## src/tbecq_pkg.sv

```systemverilog
// ----------------------------------------------------------------------------
// tbecq_pkg
// shared types, codes and constants of the touch and button event queue
// ----------------------------------------------------------------------------
package tbecq_pkg;

  localparam int unsigned QUEUE_DEPTH_DEF = 32;
  localparam int unsigned COORD_W         = 9;
  localparam int unsigned TIME_W          = 32;
  localparam int unsigned OP_W            = 3;
  localparam int unsigned KIND_W          = 3;
  localparam int unsigned BTN_W           = 3;

  typedef enum logic [OP_W-1:0] {
    OP_TOUCH   = 3'd0,
    OP_BTN_EDGE = 3'd1,
    OP_VERDICT = 3'd2,
    OP_TICK    = 3'd3,
    OP_CLEAR   = 3'd4
  } op_e;

  typedef enum logic [KIND_W-1:0] {
    KIND_DOWN = 3'd0,
    KIND_MOVE = 3'd1,
    KIND_UP   = 3'd2,
    KIND_ZOOM = 3'd3,
    KIND_LONG = 3'd4
  } kind_e;

  typedef enum logic [2:0] {
    ST_IDLE,
    ST_WALK,
    ST_FIN,
    ST_COLLAPSE,
    ST_COL_BTN,
    ST_DRAIN
  } state_e;

  // one queue entry, 21 bits
  typedef struct packed {
    kind_e              kind;
    logic [COORD_W-1:0] x;
    logic [COORD_W-1:0] y;
  } entry_t;

  // drain item handed to the output register
  typedef struct packed {
    logic              load;
    entry_t            ent;
    logic              last;
    logic [TIME_W-1:0] stamp;
  } out_load_t;

endpackage

```

## src/tbecq_in_if.sv

```systemverilog
// ----------------------------------------------------------------------------
// tbecq_in_if
// input channel: opcode and touch, button and tick fields
// ----------------------------------------------------------------------------
interface tbecq_in_if import tbecq_pkg::*; ();
  logic               valid;
  logic               ready;
  logic [OP_W-1:0]    opcode;
  logic               down_level;
  logic [COORD_W-1:0] touch_x;
  logic [COORD_W-1:0] touch_y;
  logic [BTN_W-1:0]   button_index;
  logic [TIME_W-1:0]  tick_time_us;

  modport source (
    output valid, opcode, down_level, touch_x, touch_y, button_index, tick_time_us,
    input  ready
  );
  modport sink (
    input  valid, opcode, down_level, touch_x, touch_y, button_index, tick_time_us,
    output ready
  );
endinterface

```

## src/tbecq_out_if.sv

```systemverilog
// ----------------------------------------------------------------------------
// tbecq_out_if
// output channel: drained events with tick stamp and last flag
// ----------------------------------------------------------------------------
interface tbecq_out_if import tbecq_pkg::*; ();
  logic               valid;
  logic               ready;
  logic [KIND_W-1:0]  event_kind;
  logic [COORD_W-1:0] event_x;
  logic [COORD_W-1:0] event_y;
  logic [TIME_W-1:0]  event_time_us;
  logic               last_event;

  modport source (
    output valid, event_kind, event_x, event_y, event_time_us, last_event,
    input  ready
  );
  modport sink (
    input  valid, event_kind, event_x, event_y, event_time_us, last_event,
    output ready
  );
endinterface

```

## src/tbecq_mem.sv

```systemverilog
// ----------------------------------------------------------------------------
// tbecq_mem
// event store: one write port, one read port, registered read data
// ----------------------------------------------------------------------------
module tbecq_mem import tbecq_pkg::*; #(
  parameter int unsigned DEPTH = QUEUE_DEPTH_DEF,
  parameter int unsigned AW    = $clog2(DEPTH)
) (
  input  logic          clk_i,
  input  logic          we_i,
  input  logic [AW-1:0] waddr_i,
  input  entry_t        wdata_i,
  input  logic          re_i,
  input  logic [AW-1:0] raddr_i,
  output entry_t        rdata_o
);

  entry_t mem_q [DEPTH];
  entry_t rdata_q;

  always_ff @(posedge clk_i) begin
    if (we_i) begin
      mem_q[waddr_i] <= wdata_i;
    end
  end

  always_ff @(posedge clk_i) begin
    if (re_i) begin
      rdata_q <= mem_q[raddr_i];
    end
  end

  assign rdata_o = rdata_q;

endmodule

```

## src/tbecq_ctrl.sv

```systemverilog
// ----------------------------------------------------------------------------
// tbecq_ctrl
// sequencer: touch and button latching, queue insert, overflow walk, drain
// ----------------------------------------------------------------------------
module tbecq_ctrl import tbecq_pkg::*; #(
  parameter int unsigned DEPTH = QUEUE_DEPTH_DEF,
  parameter int unsigned AW    = $clog2(DEPTH),
  parameter int unsigned CW    = $clog2(DEPTH + 1)
) (
  input  logic          clk_i,
  input  logic          rst_ni,
  tbecq_in_if.sink      in_i,
  input  logic          out_free_i,
  output out_load_t     out_ld_o,
  output logic          we_o,
  output logic [AW-1:0] waddr_o,
  output entry_t        wdata_o,
  output logic          re_o,
  output logic [AW-1:0] raddr_o,
  input  entry_t        rdata_i
);

  state_e             state_q, state_d;
  logic [CW-1:0]      count_q, count_d;
  kind_e              last_kind_q, last_kind_d;
  logic [COORD_W-1:0] lat_x_q, lat_x_d, lat_y_q, lat_y_d;
  logic [COORD_W-1:0] dlv_x_q, dlv_x_d, dlv_y_q, dlv_y_d;
  logic               touching_q, touching_d;
  logic               dlv_touching_q, dlv_touching_d;
  logic               held_q, held_d;
  logic               seen_q, seen_d;
  logic [CW-1:0]      rptr_q, rptr_d;
  logic               rd_vld_q, rd_vld_d;
  logic [AW-1:0]      rd_addr_q, rd_addr_d;
  logic               found_q, found_d;
  logic [CW-1:0]      drain_n_q, drain_n_d;
  logic [CW-1:0]      drain_k_q, drain_k_d;
  entry_t             pend_q, pend_d;
  logic [TIME_W-1:0]  stamp_q, stamp_d;

  logic   ev_vld;
  entry_t ev;
  logic   issue;
  logic   walk_last;
  logic   drain_last;
  kind_e  rc_kind;

  always_ff @(posedge clk_i or negedge rst_ni) begin
    if (!rst_ni) begin
      state_q        <= ST_IDLE;
      count_q        <= '0;
      last_kind_q    <= KIND_DOWN;
      lat_x_q        <= '0;
      lat_y_q        <= '0;
      dlv_x_q        <= '0;
      dlv_y_q        <= '0;
      touching_q     <= 1'b0;
      dlv_touching_q <= 1'b0;
      held_q         <= 1'b0;
      seen_q         <= 1'b0;
      rptr_q         <= '0;
      rd_vld_q       <= 1'b0;
      rd_addr_q      <= '0;
      found_q        <= 1'b0;
      drain_n_q      <= '0;
      drain_k_q      <= '0;
    end else begin
      state_q        <= state_d;
      count_q        <= count_d;
      last_kind_q    <= last_kind_d;
      lat_x_q        <= lat_x_d;
      lat_y_q        <= lat_y_d;
      dlv_x_q        <= dlv_x_d;
      dlv_y_q        <= dlv_y_d;
      touching_q     <= touching_d;
      dlv_touching_q <= dlv_touching_d;
      held_q         <= held_d;
      seen_q         <= seen_d;
      rptr_q         <= rptr_d;
      rd_vld_q       <= rd_vld_d;
      rd_addr_q      <= rd_addr_d;
      found_q        <= found_d;
      drain_n_q      <= drain_n_d;
      drain_k_q      <= drain_k_d;
    end
  end

  always_ff @(posedge clk_i) begin
    pend_q  <= pend_d;
    stamp_q <= stamp_d;
  end

  assign in_i.ready = (state_q == ST_IDLE);

  always_comb begin
    state_d        = state_q;
    count_d        = count_q;
    last_kind_d    = last_kind_q;
    lat_x_d        = lat_x_q;
    lat_y_d        = lat_y_q;
    dlv_x_d        = dlv_x_q;
    dlv_y_d        = dlv_y_q;
    touching_d     = touching_q;
    dlv_touching_d = dlv_touching_q;
    held_d         = held_q;
    seen_d         = seen_q;
    rptr_d         = rptr_q;
    rd_vld_d       = 1'b0;
    rd_addr_d      = rd_addr_q;
    found_d        = found_q;
    drain_n_d      = drain_n_q;
    drain_k_d      = drain_k_q;
    pend_d         = pend_q;
    stamp_d        = stamp_q;

    ev_vld     = 1'b0;
    ev         = '{kind: KIND_DOWN, x: '0, y: '0};
    issue      = 1'b0;
    walk_last  = 1'b0;
    drain_last = 1'b0;
    rc_kind    = KIND_DOWN;

    we_o     = 1'b0;
    waddr_o  = '0;
    wdata_o  = '{kind: KIND_DOWN, x: '0, y: '0};
    re_o     = 1'b0;
    raddr_o  = '0;
    out_ld_o = '0;

    case (state_q)
      ST_IDLE: begin
        if (in_i.valid) begin
          case (op_e'(in_i.opcode))
            OP_TOUCH: begin
              // ignore a release while up, or a press at the same spot while down
              if (!(in_i.down_level == touching_q &&
                    (!in_i.down_level ||
                     (in_i.touch_x == lat_x_q && in_i.touch_y == lat_y_q)))) begin
                ev_vld     = 1'b1;
                touching_d = in_i.down_level;
                if (!in_i.down_level) begin
                  ev = '{kind: KIND_UP, x: lat_x_q, y: lat_y_q};
                end else begin
                  ev = '{kind: (touching_q ? KIND_MOVE : KIND_DOWN),
                         x: in_i.touch_x, y: in_i.touch_y};
                  lat_x_d = in_i.touch_x;
                  lat_y_d = in_i.touch_y;
                end
              end
            end
            OP_BTN_EDGE: begin
              if (in_i.button_index == '0 && in_i.down_level != held_q) begin
                held_d = in_i.down_level;
                if (in_i.down_level) begin
                  seen_d = 1'b0;
                end
              end
            end
            OP_VERDICT: begin
              if (in_i.button_index == '0 && !seen_q &&
                  (in_i.down_level == held_q)) begin
                ev_vld = 1'b1;
                ev     = '{kind: (in_i.down_level ? KIND_LONG : KIND_ZOOM), x: '0, y: '0};
                seen_d = 1'b1;
              end
            end
            OP_TICK: begin
              count_d        = '0;
              dlv_touching_d = touching_q;
              dlv_x_d        = lat_x_q;
              dlv_y_d        = lat_y_q;
              stamp_d        = in_i.tick_time_us;
              if (count_q != '0) begin
                re_o      = 1'b1;
                raddr_o   = '0;
                drain_n_d = count_q;
                drain_k_d = '0;
                state_d   = ST_DRAIN;
              end
            end
            OP_CLEAR: begin
              count_d        = '0;
              lat_x_d        = '0;
              lat_y_d        = '0;
              dlv_x_d        = '0;
              dlv_y_d        = '0;
              touching_d     = 1'b0;
              dlv_touching_d = 1'b0;
              held_d         = 1'b0;
              seen_d         = 1'b0;
            end
            default: begin
            end
          endcase

          if (ev_vld) begin
            if (ev.kind == KIND_MOVE && count_q != '0 && last_kind_q == KIND_MOVE) begin
              // merge into the trailing move
              we_o    = 1'b1;
              waddr_o = AW'(count_q - CW'(1));
              wdata_o = ev;
            end else if (count_q < CW'(DEPTH)) begin
              we_o        = 1'b1;
              waddr_o     = AW'(count_q);
              wdata_o     = ev;
              count_d     = count_q + CW'(1);
              last_kind_d = ev.kind;
            end else begin
              // full: look for the oldest move
              pend_d  = ev;
              rptr_d  = '0;
              found_d = 1'b0;
              state_d = ST_WALK;
            end
          end
        end
      end

      ST_WALK: begin
        issue     = (rptr_q < count_q);
        re_o      = issue;
        raddr_o   = AW'(rptr_q);
        rd_vld_d  = issue;
        rd_addr_d = AW'(rptr_q);
        if (issue) begin
          rptr_d = rptr_q + CW'(1);
        end
        if (rd_vld_q) begin
          walk_last = (rd_addr_q == AW'(count_q - CW'(1)));
          if (found_q) begin
            // shift down over the removed move
            we_o    = 1'b1;
            waddr_o = AW'(rd_addr_q - AW'(1));
            wdata_o = rdata_i;
          end else if (rdata_i.kind == KIND_MOVE) begin
            found_d = 1'b1;
          end
          if (walk_last) begin
            state_d = (found_q || rdata_i.kind == KIND_MOVE) ? ST_FIN : ST_COLLAPSE;
          end
        end
      end

      ST_FIN: begin
        we_o        = 1'b1;
        waddr_o     = AW'(count_q - CW'(1));
        wdata_o     = pend_q;
        last_kind_d = pend_q.kind;
        state_d     = ST_IDLE;
      end

      ST_COLLAPSE: begin
        // no move to drop: at most one reconciling touch event
        count_d = '0;
        if (dlv_touching_q != touching_q) begin
          rc_kind = touching_q ? KIND_DOWN : KIND_UP;
        end else begin
          rc_kind = KIND_MOVE;
        end
        if (dlv_touching_q != touching_q ||
            (touching_q && (dlv_x_q != lat_x_q || dlv_y_q != lat_y_q))) begin
          we_o        = 1'b1;
          waddr_o     = '0;
          wdata_o     = '{kind: rc_kind, x: lat_x_q, y: lat_y_q};
          count_d     = CW'(1);
          last_kind_d = rc_kind;
        end
        if (pend_q.kind == KIND_ZOOM || pend_q.kind == KIND_LONG) begin
          state_d = ST_COL_BTN;
        end else begin
          state_d = ST_IDLE;
        end
      end

      ST_COL_BTN: begin
        we_o        = 1'b1;
        waddr_o     = AW'(count_q);
        wdata_o     = '{kind: pend_q.kind, x: '0, y: '0};
        count_d     = count_q + CW'(1);
        last_kind_d = pend_q.kind;
        state_d     = ST_IDLE;
      end

      ST_DRAIN: begin
        // read data holds entry drain_k_q until the next read
        if (out_free_i) begin
          drain_last     = ((drain_k_q + CW'(1)) == drain_n_q);
          out_ld_o.load  = 1'b1;
          out_ld_o.ent   = rdata_i;
          out_ld_o.last  = drain_last;
          out_ld_o.stamp = stamp_q;
          if (drain_last) begin
            state_d = ST_IDLE;
          end else begin
            re_o      = 1'b1;
            raddr_o   = AW'(drain_k_q + CW'(1));
            drain_k_d = drain_k_q + CW'(1);
          end
        end
      end

      default: begin
        state_d = ST_IDLE;
      end
    endcase
  end

endmodule

```

## src/touch_button_event_coalescing_queue.sv

```systemverilog
// ----------------------------------------------------------------------------
// touch_button_event_coalescing_queue
// queue of touch and button-0 events, drained and time stamped on a tick
// ----------------------------------------------------------------------------
// Touch items emit down, move or up only on a change, and a move that follows
// a move overwrites it in place. Button-0 verdicts add one zoom or long-press
// event per press. A tick item drains the whole queue, one event per cycle
// while the sink is ready, each stamped with the tick time, the final one
// with last_event set. Touch, button, verdict, clear and empty-tick items
// keep the input ready unless an event finds the queue full. A tick with
// queued events holds the input until its last event is loaded, since all
// reads share the single store read port. An event that meets a full queue
// walks every entry through that port to drop the oldest move, shift the
// rest down and write the new event last; with no move, the queue collapses to
// at most a reconciling touch event plus a new zoom or long-press event. The
// store needs no clearing pass: only entries below the fill count are read.
// ----------------------------------------------------------------------------
module touch_button_event_coalescing_queue import tbecq_pkg::*; #(
  parameter int unsigned QUEUE_DEPTH = QUEUE_DEPTH_DEF
) (
  input  logic        clk_i,
  input  logic        rst_ni,
  tbecq_in_if.sink    in_i,
  tbecq_out_if.source out_o
);

  localparam int unsigned AW = $clog2(QUEUE_DEPTH);
  localparam int unsigned CW = $clog2(QUEUE_DEPTH + 1);

  // event store port signals
  logic          we;
  logic [AW-1:0] waddr;
  entry_t        wdata;
  logic          re;
  logic [AW-1:0] raddr;
  entry_t        rdata;

  // output register, decouples the drain from the sink
  out_load_t out_ld;
  logic      out_valid_q, out_valid_d;
  entry_t    out_ent_q;
  logic      out_last_q;
  logic [TIME_W-1:0] out_stamp_q;
  logic      out_free;

  assign out_free = !out_valid_q || out_o.ready;

  tbecq_ctrl #(
    .DEPTH (QUEUE_DEPTH),
    .AW    (AW),
    .CW    (CW)
  ) u_ctrl (
    .clk_i      (clk_i),
    .rst_ni     (rst_ni),
    .in_i       (in_i),
    .out_free_i (out_free),
    .out_ld_o   (out_ld),
    .we_o       (we),
    .waddr_o    (waddr),
    .wdata_o    (wdata),
    .re_o       (re),
    .raddr_o    (raddr),
    .rdata_i    (rdata)
  );

  tbecq_mem #(
    .DEPTH (QUEUE_DEPTH),
    .AW    (AW)
  ) u_mem (
    .clk_i   (clk_i),
    .we_i    (we),
    .waddr_i (waddr),
    .wdata_i (wdata),
    .re_i    (re),
    .raddr_i (raddr),
    .rdata_o (rdata)
  );

  // valid sets on a load, clears once the sink takes the item
  always_comb begin
    out_valid_d = out_valid_q;
    if (out_ld.load) begin
      out_valid_d = 1'b1;
    end else if (out_o.ready) begin
      out_valid_d = 1'b0;
    end
  end

  always_ff @(posedge clk_i or negedge rst_ni) begin
    if (!rst_ni) begin
      out_valid_q <= 1'b0;
    end else begin
      out_valid_q <= out_valid_d;
    end
  end

  // payload needs no reset
  always_ff @(posedge clk_i) begin
    if (out_ld.load) begin
      out_ent_q   <= out_ld.ent;
      out_last_q  <= out_ld.last;
      out_stamp_q <= out_ld.stamp;
    end
  end

  assign out_o.valid         = out_valid_q;
  assign out_o.event_kind    = out_ent_q.kind;
  assign out_o.event_x       = out_ent_q.x;
  assign out_o.event_y       = out_ent_q.y;
  assign out_o.event_time_us = out_stamp_q;
  assign out_o.last_event    = out_last_q;

endmodule

```

## src/flat_wrapper.sv

```systemverilog
// flat-port wrapper written by rule: the top's interface ports become plain ports
module touch_button_event_coalescing_queue_flat import tbecq_pkg::*;
#(
  parameter int unsigned QUEUE_DEPTH = QUEUE_DEPTH_DEF
)
  (clk_i, rst_ni, in_i_valid, in_i_opcode, in_i_down_level, in_i_touch_x, in_i_touch_y, in_i_button_index, in_i_tick_time_us, in_i_ready, out_o_valid, out_o_event_kind, out_o_event_x, out_o_event_y, out_o_event_time_us, out_o_last_event, out_o_ready);
  tbecq_in_if in_i_i ();
  tbecq_out_if out_o_i ();
  input  logic clk_i;
  input  logic rst_ni;
  input wire logic [$bits(in_i_i.valid)-1:0] in_i_valid;
  input wire logic [$bits(in_i_i.opcode)-1:0] in_i_opcode;
  input wire logic [$bits(in_i_i.down_level)-1:0] in_i_down_level;
  input wire logic [$bits(in_i_i.touch_x)-1:0] in_i_touch_x;
  input wire logic [$bits(in_i_i.touch_y)-1:0] in_i_touch_y;
  input wire logic [$bits(in_i_i.button_index)-1:0] in_i_button_index;
  input wire logic [$bits(in_i_i.tick_time_us)-1:0] in_i_tick_time_us;
  output wire logic [$bits(in_i_i.ready)-1:0] in_i_ready;
  output wire logic [$bits(out_o_i.valid)-1:0] out_o_valid;
  output wire logic [$bits(out_o_i.event_kind)-1:0] out_o_event_kind;
  output wire logic [$bits(out_o_i.event_x)-1:0] out_o_event_x;
  output wire logic [$bits(out_o_i.event_y)-1:0] out_o_event_y;
  output wire logic [$bits(out_o_i.event_time_us)-1:0] out_o_event_time_us;
  output wire logic [$bits(out_o_i.last_event)-1:0] out_o_last_event;
  input wire logic [$bits(out_o_i.ready)-1:0] out_o_ready;
  assign in_i_i.valid = in_i_valid;
  assign in_i_i.opcode = in_i_opcode;
  assign in_i_i.down_level = in_i_down_level;
  assign in_i_i.touch_x = in_i_touch_x;
  assign in_i_i.touch_y = in_i_touch_y;
  assign in_i_i.button_index = in_i_button_index;
  assign in_i_i.tick_time_us = in_i_tick_time_us;
  assign in_i_ready = in_i_i.ready;
  assign out_o_valid = out_o_i.valid;
  assign out_o_event_kind = out_o_i.event_kind;
  assign out_o_event_x = out_o_i.event_x;
  assign out_o_event_y = out_o_i.event_y;
  assign out_o_event_time_us = out_o_i.event_time_us;
  assign out_o_last_event = out_o_i.last_event;
  assign out_o_i.ready = out_o_ready;
  touch_button_event_coalescing_queue #(.QUEUE_DEPTH(QUEUE_DEPTH)) u_core (.clk_i(clk_i), .rst_ni(rst_ni), .in_i(in_i_i), .out_o(out_o_i));
endmodule
```

## config.mk

```make
export PLATFORM = sky130hd
export DESIGN_NAME = touch_button_event_coalescing_queue_flat
export DESIGN_NICKNAME = d
export VERILOG_FILES = /design/src/tbecq_pkg.sv /design/src/tbecq_in_if.sv /design/src/tbecq_out_if.sv /design/src/tbecq_mem.sv /design/src/tbecq_ctrl.sv /design/src/touch_button_event_coalescing_queue.sv /design/src/flat_wrapper.sv
export SDC_FILE = /design/constraint.sdc
export NUM_CORES = 1
export LEC_CHECK = 0
export BUFFER_PORTS_ARGS = -buffer_cell sky130_fd_sc_hd__buf_2
export CORE_ASPECT_RATIO = 0.9
export CORE_MARGIN = 2
export CORE_UTILIZATION = 46
export CTS_BUF_LIST = sky130_fd_sc_hd__clkbuf_16
export DETAILED_ROUTE_END_ITERATION = 10
export PLACE_DENSITY = 0.63
export SLEW_MARGIN = 10
export SYNTH_ARGS = -nofsm -noshare
export SYNTH_HDL_FRONTEND = slang
export SYNTH_SLANG_ARGS = --single-unit
export TNS_END_PERCENT = 30
```

## constraint.sdc

```tcl
create_clock -name clk_i -period 4.8 [get_ports clk_i]
set_input_delay 0.24 -clock clk_i [delete_from_list [all_inputs] [get_ports clk_i]]
set_output_delay 0.24 -clock clk_i [all_outputs]
set_load 0.05 [all_outputs]
```

==> impl_results.rst, run 1 <==
.. list-table::
   :header-rows: 1

   * - Metric
     - Value
   * - Setup crit start kind
     - register
   * - Final total power
     - between 30 and 40 mW
   * - TNS Setup
     - 0 ns
   * - Synth unique cells
     - 78
   * - Placed cells
     - ~4000
   * - Final critical-path share of the clock period
     - 92.6%
   * - Class of the most critical hold timing path
     - in2reg
   * - Fraction of layout instances using a drive strength above 1
     - 15.9%
   * - Height of the die
     - ~270 um
   * - Instance area at placement
     - 0.0393 mm^2
   * - Switching Power
     - 12.2 mW
   * - FMAX
     - 0.225 GHz
   * - Initial standard-cell utilization of the core
     - 46.3%
   * - H-tree Lvls
     - 3
   * - Clock tree sinks
     - 878
   * - Cell Chain, Critical Path
     - inv_1 > ha_1 > nand2_1 > nor4_1 > or3_1 > nor2_1 > o221ai_2 > o311ai_1 > nand2_1 > nor3_2 > buf_4
   * - Drt pass-1 iters
     - 8
   * - Number of standard cells in the layout, taps in and fillers out
     - 4127
   * - Max Buffers Root-to-Sink
     - 3
   * - Tightest hold margin
     - 0.0660 ns
   * - Clock Latency Late Sink
     - about 0.66 ns
   * - Power Density
     - roughly 700 mW/mm^2
   * - Die area
     - 0.0820 mm^2
   * - Largest fanout of any net on the critical path
     - 12
   * - Detailed placement HPWL
     - between 60000 and 70000 um
   * - RSZ-0062 raised after global routing
     - false
   * - Post-layout worst setup margin
     - about 0.36 ns
   * - Root buffer cell
     - sky130_fd_sc_hd__clkbuf_16
   * - Power share of the combinational group
     - 43.1%
   * - Sequential-to-total area share from yosys stat
     - 70.8%
   * - Average footprint of a synthesized cell
     - approximately 13 um^2
   * - Crit Path Category
     - reg2reg
   * - CP max stage cell
     - sky130_fd_sc_hd__o311ai_1
   * - Cells after synthesis
     - 2806
   * - Post-CTS clock slew at the launch and capture registers of the worst setup and hold paths
     - 0.06 ns
   * - Commonest non-fill, non-tap cell in the layout
     - sky130_fd_sc_hd__edfxtp_1
   * - Arrival time at the worst endpoint
     - 4.78 ns
   * - Die X-Extent
     - roughly 300 um
   * - Slew of the pin with the lowest slew margin
     - 1.27 ns
   * - Worst clock skew
     - ~0.035 ns
   * - Setup WS pre-CTS
     - 0.530 ns
   * - Post-route cell area
     - 0.0429 mm^2
   * - Internal power consumption
     - 18.0 mW
   * - Number of hold violations in the final report
     - 0
   * - Final Critical Period
     - 4.44 ns
   * - Slowest stage delay, CP
     - 0.61 ns
   * - Count of endpoints failing setup in the final report
     - 0
   * - Grt total ovfl
     - 0
   * - Number of synthesized register bits
     - about 880
   * - Count of flip-flops with a built-in enable after synthesis
     - 800
   * - Number of top-level pins
     - 117
   * - Area taken by multi-input logic gates
     - roughly 0.01 mm^2
   * - Via count of the first global-routing pass
     - 23500
   * - Number of rows in the core area
     - 98
   * - Final GP Congestion
     - a little under 0.9
   * - Number of antenna violations at the first check in global routing
     - 2
   * - Most frequent cell on the critical path
     - sky130_fd_sc_hd__nand2_1
   * - Static Leakage
     - 14.9 nW
   * - Status
     - completed
   * - Util after Layout
     - a little over half
   * - Final wirelength
     - 98300 um
   * - Count of instances resized after the clock tree is built
     - 0
   * - Number of max-cap violations
     - 0
   * - Final slew viol count
     - 0
   * - Number of inserted diodes
     - 0
   * - Prevailing post-synth register cell
     - sky130_fd_sc_hd__edfxtp_1
   * - Number of fillers in the final layout
     - 6498
   * - Peak ir drop on the vdd network
     - 0.468 mV
   * - DRC marker count from the first detailed-route iteration
     - around 2800
   * - Area occupied by registers
     - 0.0260 mm^2
   * - Nets
     - 3077
   * - Number of buffers added for setup after CTS
     - 0
   * - # DRC
     - 0
   * - Wirelength per Cell
     - 23.8 um
   * - Async S/R FF share, synth
     - 8.88%
   * - Antenna violation net count after detailed routing
     - 0
   * - Vias per std cell
     - 5.89
   * - Net Sw Frac
     - 40.4%
   * - Synthesized net count
     - 2880
   * - Total routing usage reported by global routing
     - between 20% and 30%
   * - Wire length of the first global-routing pass
     - 148000 um
   * - Synth Warn #
     - 0
   * - Port buffer count
     - roughly 120
   * - CTS buffer count
     - 88
   * - CP Capture Type
     - register
   * - Fraction of power consumed by sequential logic
     - about a third
   * - Slew HR
     - 15.0%
   * - Core region area
     - around 0.079 mm^2
   * - Clock tree from TritonCTS
     - built
   * - Signed area change from the synthesized netlist to the final layout
     - 17.0%
   * - Required time reported for the critical path endpoint
     - 5.13 ns
   * - Clock share of power
     - between 20% and 30%
   * - Highest-count cells in the layout ignoring fill and taps
     - sky130_fd_sc_hd__edfxtp_1 (800), sky130_fd_sc_hd__nand2_1 (589), sky130_fd_sc_hd__nand3_1 (142)
   * - Vias
     - 24300
   * - Pin count of the biggest net entering global routing
     - 90
   * - Post-synthesis cell area
     - about 0.037 mm^2
-- Yosys cell counts (19+ instances only) --
master	count	area (um^2)
sky130_fd_sc_hd__a211o_1	22	193
sky130_fd_sc_hd__a211oi_1	20	150
sky130_fd_sc_hd__a21boi_0	43	323
sky130_fd_sc_hd__a21oi_1	113	566
sky130_fd_sc_hd__a221o_1	19	190
sky130_fd_sc_hd__a222oi_1	37	370
sky130_fd_sc_hd__a22o_1	22	193
sky130_fd_sc_hd__a31oi_1	31	194
sky130_fd_sc_hd__a32o_1	20	200
sky130_fd_sc_hd__and2_1	57	357
sky130_fd_sc_hd__and3_1	28	175
sky130_fd_sc_hd__buf_2	61	305
sky130_fd_sc_hd__clkbuf_1	110	413
sky130_fd_sc_hd__dfrtp_1	78	1950
sky130_fd_sc_hd__edfxtp_1	800	24000
sky130_fd_sc_hd__inv_1	19	71.3
sky130_fd_sc_hd__mux2_2	20	225
sky130_fd_sc_hd__mux2i_1	29	290
sky130_fd_sc_hd__nand2_1	590	2210
sky130_fd_sc_hd__nand3_1	142	711
sky130_fd_sc_hd__nor2_1	136	510
sky130_fd_sc_hd__nor3_1	50	250
sky130_fd_sc_hd__o21ai_0	85	425
sky130_fd_sc_hd__o31ai_1	22	165
sky130_fd_sc_hd__xnor2_1	33	289
sky130_fd_sc_hd__xor2_1	28	245
-- critical path: cells and delay by family, from the launching register on --
family / cells / cell delay, ns
buffers and inverters: 2 / 0.47
AOI/OAI and AO/OA: 2 / 0.78
and+or+nand+nor: 6 / 2.06
DFF: 1 / 0.55
adders and majority gates: 1 / 0.26
-- power groups by stage --
stage | registers [mW] | logic, mW | clock network [mW]
6_report | 10.0 | 13.0 | 7.16
5_1_grt | 10.0 | 14.0 | 7.54
4_1_cts | 9.98 | 12.8 | 7.26
3_5_place_dp | 10.1 | 12.7 | 0
3_3_place_gp | 10.1 | 12.6 | 0
2_1_floorplan | 9.99 | 8.44 | 0
-- worst paths after layout --
| kind | from | to | slack, ns | cells after the start |
|---|---|---|---|---|
| max in group asynchronous | rst_ni | u_core.u_ctrl.lat_x_q[2] | 3.85 | 2 |
| min in group asynchronous | rst_ni | u_core.u_ctrl.last_kind_q[1] | 0.31 | 2 |
| hold reg to reg | u_core.u_ctrl.last_kind_q[2] | u_core.u_ctrl.last_kind_q[2] | 0.49 | 1 |
| setup / recovery | u_core.u_ctrl.count_q[0] | u_core.u_mem.mem_q[21][8] | 0.36 | 11 |
| hold / removal | in_i_opcode[0] | u_core.u_ctrl.seen_q | 0.07 | 5 |
| setup reg to reg | u_core.u_ctrl.count_q[0] | u_core.u_mem.mem_q[21][8] | 0.36 | 11 |
-- kinds of logic after synthesis --
kind of cell    count (synthesis)  share of synthesized area, %
buf+inv                       216                          2.68
simple gates                 1057                          12.5
flops                         878                          70.8
fa+ha+maj                      13                         0.443
xor+xnor                       64                          1.64
mux                            51                          1.47
compound gates                527                          10.5
-- sequential cells by signal (all words and copies together) (netlist names), 5 cells and up --
name and cells:
u_core.out_o.event_time_us 32, u_core.out_o.event_x 9, u_core.out_o.event_y 9, u_core.u_ctrl.count_q 6, u_core.u_ctrl.dlv_x_q 9, u_core.u_ctrl.dlv_y_q 9, u_core.u_ctrl.drain_k_q 6, u_core.u_ctrl.drain_n_q 6
u_core.u_ctrl.lat_x_q 9, u_core.u_ctrl.lat_y_q 9, u_core.u_ctrl.pend_q 21, u_core.u_ctrl.rd_addr_q 5, u_core.u_ctrl.rptr_q 6, u_core.u_ctrl.stamp_q 32, u_core.u_mem.mem_q 672, u_core.u_mem.rdata_o 21
-- routing by layer --
metal	vias to the layer above	wire length, um	track usage [%]
met5	-	0	0
met2	1129	44000	35.7
met3	184	8540	3.99
met1	12100	42800	35.6
met4	0	2940	7.35
li1	10800	-	-
-- area by class of cell --
cell class / instances / share of cell area, %
multi-input cells: 1712 / 23.8
clock inverters: 74 / 1.80
clock buffers: 90 / 5.25
flip-flops and latches: 878 / 60.5
well taps: 1050 / 3.06
inverters: 21 / 0.184
repair buffers: 302 / 5.37
-- repair_timing --
action / 4_1_cts / 5_1_grt
hold endpoints to repair: 131 / 0
hold buffers: 55 / 0
endpoints found under the setup margin: 0 / 0
No activity file was read; power rests on OpenSTA's default activity.
==> run 2: changes to the inputs <==
- CORE_UTILIZATION: 46 -> 55
- PLACE_DENSITY: 0.63 -> 0.74
==> run 2 against run 1 <==
Effect of this change: clock power shrank 8.9%; total power decreased by 1.6%; cell count fell by 4.9%; worst setup slack worse by 0.15 ns; clock-buffer cell count is 4 lower; register-to-register slack got worse by 0.15 ns; cell area fell by 1.6%; first-iteration DRC count rose by 43%; largest cell class unchanged; highest routed layer unchanged.
==> impl_results.rst, run 2 (synthesized netlist as in run 1, its figures left out) <==
.. list-table::
   :header-rows: 1

   * - Metric
     - Value
   * - Initial standard-cell utilization of the core
     - 55.7% (was 46.3%)
   * - Slew of the pin with the lowest slew margin
     - 1.21 ns (was 1.27 ns)
   * - Peak ir drop on the vdd network
     - 0.522 mV (was 0.468 mV)
   * - Clock tree from TritonCTS
     - built (unchanged)
   * - Number of antenna violations at the first check in global routing
     - 2 (unchanged)
   * - Signed area change from the synthesized netlist to the final layout
     - 15.2% (was 17.0%)
   * - Highest-count cells in the layout ignoring fill and taps
     - sky130_fd_sc_hd__edfxtp_1 (800), sky130_fd_sc_hd__nand2_1 (589), sky130_fd_sc_hd__nand3_1 (142) (unchanged)
   * - CP endpoint
     - u_core.u_mem.mem_q[5][20] (was u_core.u_mem.mem_q[21][8])
   * - Post-route cell area
     - 0.0423 mm^2 (was 0.0429 mm^2)
   * - Cell Chain, Critical Path
     - inv_1 > ha_1 > nand2_1 > nor4_1 > or3_1 > nor2_1 > o221ai_2 > o311ai_1 > nand2b_1 > nor3_2 > buf_4 (was inv_1 > ha_1 > nand2_1 > nor4_1 > or3_1 > nor2_1 > o221ai_2 > o311ai_1 > nand2_1 > nor3_2 > buf_4)
   * - Largest fanout of any net on the critical path
     - 10 (was 12)
   * - Worst Reg-to-Reg Cells
     - 11 (unchanged)
   * - Post-CTS clock slew at the launch and capture registers of the worst setup and hold paths
     - 0.06 ns (about the same)
   * - Pin count of the biggest net entering global routing
     - 97 (was 90)
   * - Die area
     - 0.0688 mm^2 (was 0.0820 mm^2)
   * - Number of rows in the core area
     - 89 (was 98)
   * - Final slew viol count
     - 0 (unchanged)
   * - Vias per std cell
     - 6.38 (was 5.89)
   * - Slowest stage delay, CP
     - 0.71 ns (was 0.61 ns)
   * - CTS buffer count
     - 85 (was 88)
   * - Grt total ovfl
     - 0 (unchanged)
   * - Clock Latency Late Sink
     - 0.65 ns (was 0.66 ns)
   * - Count of endpoints failing setup in the final report
     - 0 (unchanged)
   * - Drt pass-1 iters
     - 8 (unchanged)
   * - Root buffer cell
     - sky130_fd_sc_hd__clkbuf_16 (unchanged)
   * - DRC marker count from the first detailed-route iteration
     - 4077 (was 2842)
   * - Port buffer count
     - 116 (unchanged)
   * - Max Buffers Root-to-Sink
     - 3 (unchanged)
   * - Arrival time at the worst endpoint
     - 4.94 ns (was 4.78 ns)
   * - Number of max-cap violations
     - 0 (unchanged)
   * - Crit Path Category
     - reg2reg (unchanged)
   * - Wirelength per Cell
     - 25.7 um (was 23.8 um)
   * - CP max stage cell
     - sky130_fd_sc_hd__nor3_2 (was sky130_fd_sc_hd__o311ai_1)
   * - Critical path launch point
     - u_core.u_ctrl.count_q[0] (unchanged)
   * - Commonest non-fill, non-tap cell in the layout
     - sky130_fd_sc_hd__edfxtp_1 (unchanged)
   * - Static Leakage
     - 14.7 nW (was 14.9 nW)
   * - Via count of the first global-routing pass
     - 24300 (was 23500)
   * - Setup crit start kind
     - register (unchanged)
   * - Post-layout worst setup margin
     - 0.208 ns (was 0.357 ns)
   * - Start point of the worst hold path
     - in_i_down_level (was in_i_opcode[0])
   * - Final GP Congestion
     - 0.922 (was 0.886)
   * - Max FFs per register
     - 672 (unchanged)
   * - Height of the die
     - 249 um (was 272 um)
   * - Number of top-level pins
     - 117 (unchanged)
   * - Number of hold-repair buffers added at the cts stage
     - 54 (was 55)
   * - Vias
     - 25000 (was 24300)
   * - Number of fillers in the final layout
     - 4601 (was 6498)
   * - Setup WS pre-CTS
     - 0.402 ns (was 0.530 ns)
   * - Detailed placement HPWL
     - 61500 um (was 61300 um)
   * - H-tree Lvls
     - 3 (unchanged)
   * - FF-to-FF Start
     - u_core.u_ctrl.count_q[0] (unchanged)
   * - Final critical-path share of the clock period
     - 95.7% (was 92.6%)
   * - CP Capture Type
     - register (unchanged)
   * - Util after Layout
     - 64.2% (was 54.2%)
   * - Class of the most critical hold timing path
     - in2reg (unchanged)
   * - FMAX
     - 0.218 GHz (was 0.225 GHz)
   * - Worst clock skew
     - 0.0222 ns (was 0.0346 ns)
   * - Tightest hold margin
     - 0.0547 ns (was 0.0660 ns)
   * - Final wirelength
     - 101000 um (was 98300 um)
   * - Total routing usage reported by global routing
     - 28.9% (was 23.8%)
   * - TNS Setup
     - 0 ns (unchanged)
   * - # DRC
     - 0 (unchanged)
   * - Slew HR
     - 17.0% (was 15.0%)
   * - Wire length of the first global-routing pass
     - 151000 um (was 148000 um)
   * - Final Critical Period
     - 4.59 ns (was 4.44 ns)
   * - Antenna violation net count after detailed routing
     - 0 (unchanged)
   * - Instance area at placement
     - 0.0390 mm^2 (was 0.0393 mm^2)
   * - Die X-Extent
     - 276 um (was 302 um)
   * - Reg2reg setup slack
     - 0.21 ns (was 0.36 ns)
   * - Register with the most flip-flops
     - u_core.u_mem.mem_q (unchanged)
   * - Fraction of layout instances using a drive strength above 1
     - 15.5% (was 15.9%)
   * - Required time reported for the critical path endpoint
     - 5.15 ns (was 5.13 ns)
   * - Number of buffers added for setup after CTS
     - 0 (unchanged)
   * - Core region area
     - 0.0658 mm^2 (was 0.0792 mm^2)
   * - Number of hold violations in the final report
     - 0 (unchanged)
   * - RSZ-0062 raised after global routing
     - false (unchanged)
   * - Clock tree sinks
     - 878 (unchanged)
   * - Count of instances resized after the clock tree is built
     - 0 (unchanged)
   * - Critical R2R Capture
     - u_core.u_mem.mem_q[5][20] (was u_core.u_mem.mem_q[21][8])
   * - Power Density
     - 703 mW/mm^2 (about the same)
   * - Status
     - completed (unchanged)
   * - Nets
     - 3065 (was 3077)
-- run 2: per-layer routing --
layer	wire (um)	track usage (%)	vias up
met5	0	0	-
met4	3820	11.1	0
met3	12300	6.79	267
met2	46000	44.4	1710
met1	38700	40.6	12300
li1	-	-	10800
-- run 2: worst min-delay path by stage --
stage,depth (start not counted),end
after global placement,1,u_core.u_ctrl.stamp_q[16]
final,4,u_core.u_ctrl.seen_q
after global routing,3,u_core.u_ctrl.held_q
after detailed placement,1,u_core.u_ctrl.stamp_q[25]
after CTS,4,u_core.u_ctrl.seen_q
after floorplan,0,u_core.out_o.valid
-- run 2: where the power goes --
part	total [mW]	internal (mW)	leakage, nW	switching (mW)
Combinational	13.2	4.35	5.83	8.80
Sequential	10.0	9.37	7.51	0.644
Clock	6.52	3.64	1.36	2.88
Total	29.7	17.4	14.7	12.3
-- run 2: per-stage QoR --
stage	total power [mW]	cells
floorplan	18.4	2806
global placement	22.6	3714
detailed placement	22.9	3714
CTS	29.4	3922
global route	30.9	3922
finish	29.7	3925
-- run 2: cell type report --
class	count	area, um^2	share of cell area (%)
inverters	21	78.8	0.187
multi-input cells	1712	10200	24.2
repair buffers	293	2200	5.20
clock buffers	86	2150	5.09
diodes	3	7.51	0.0178
well taps	864	1080	2.56
flip-flops and latches	878	26000	61.5
clock inverters	68	534	1.26
-- run 2: worst max-delay path: cells and delay by family (launching register included) --
kind / cells / cell delay, ns
buffers and inverters: 2 / 0.45
DFF: 1 / 0.54
and+or+nand+nor: 6 / 2.25
AOI/OAI and AO/OA: 2 / 0.79
adders and majority gates: 1 / 0.27
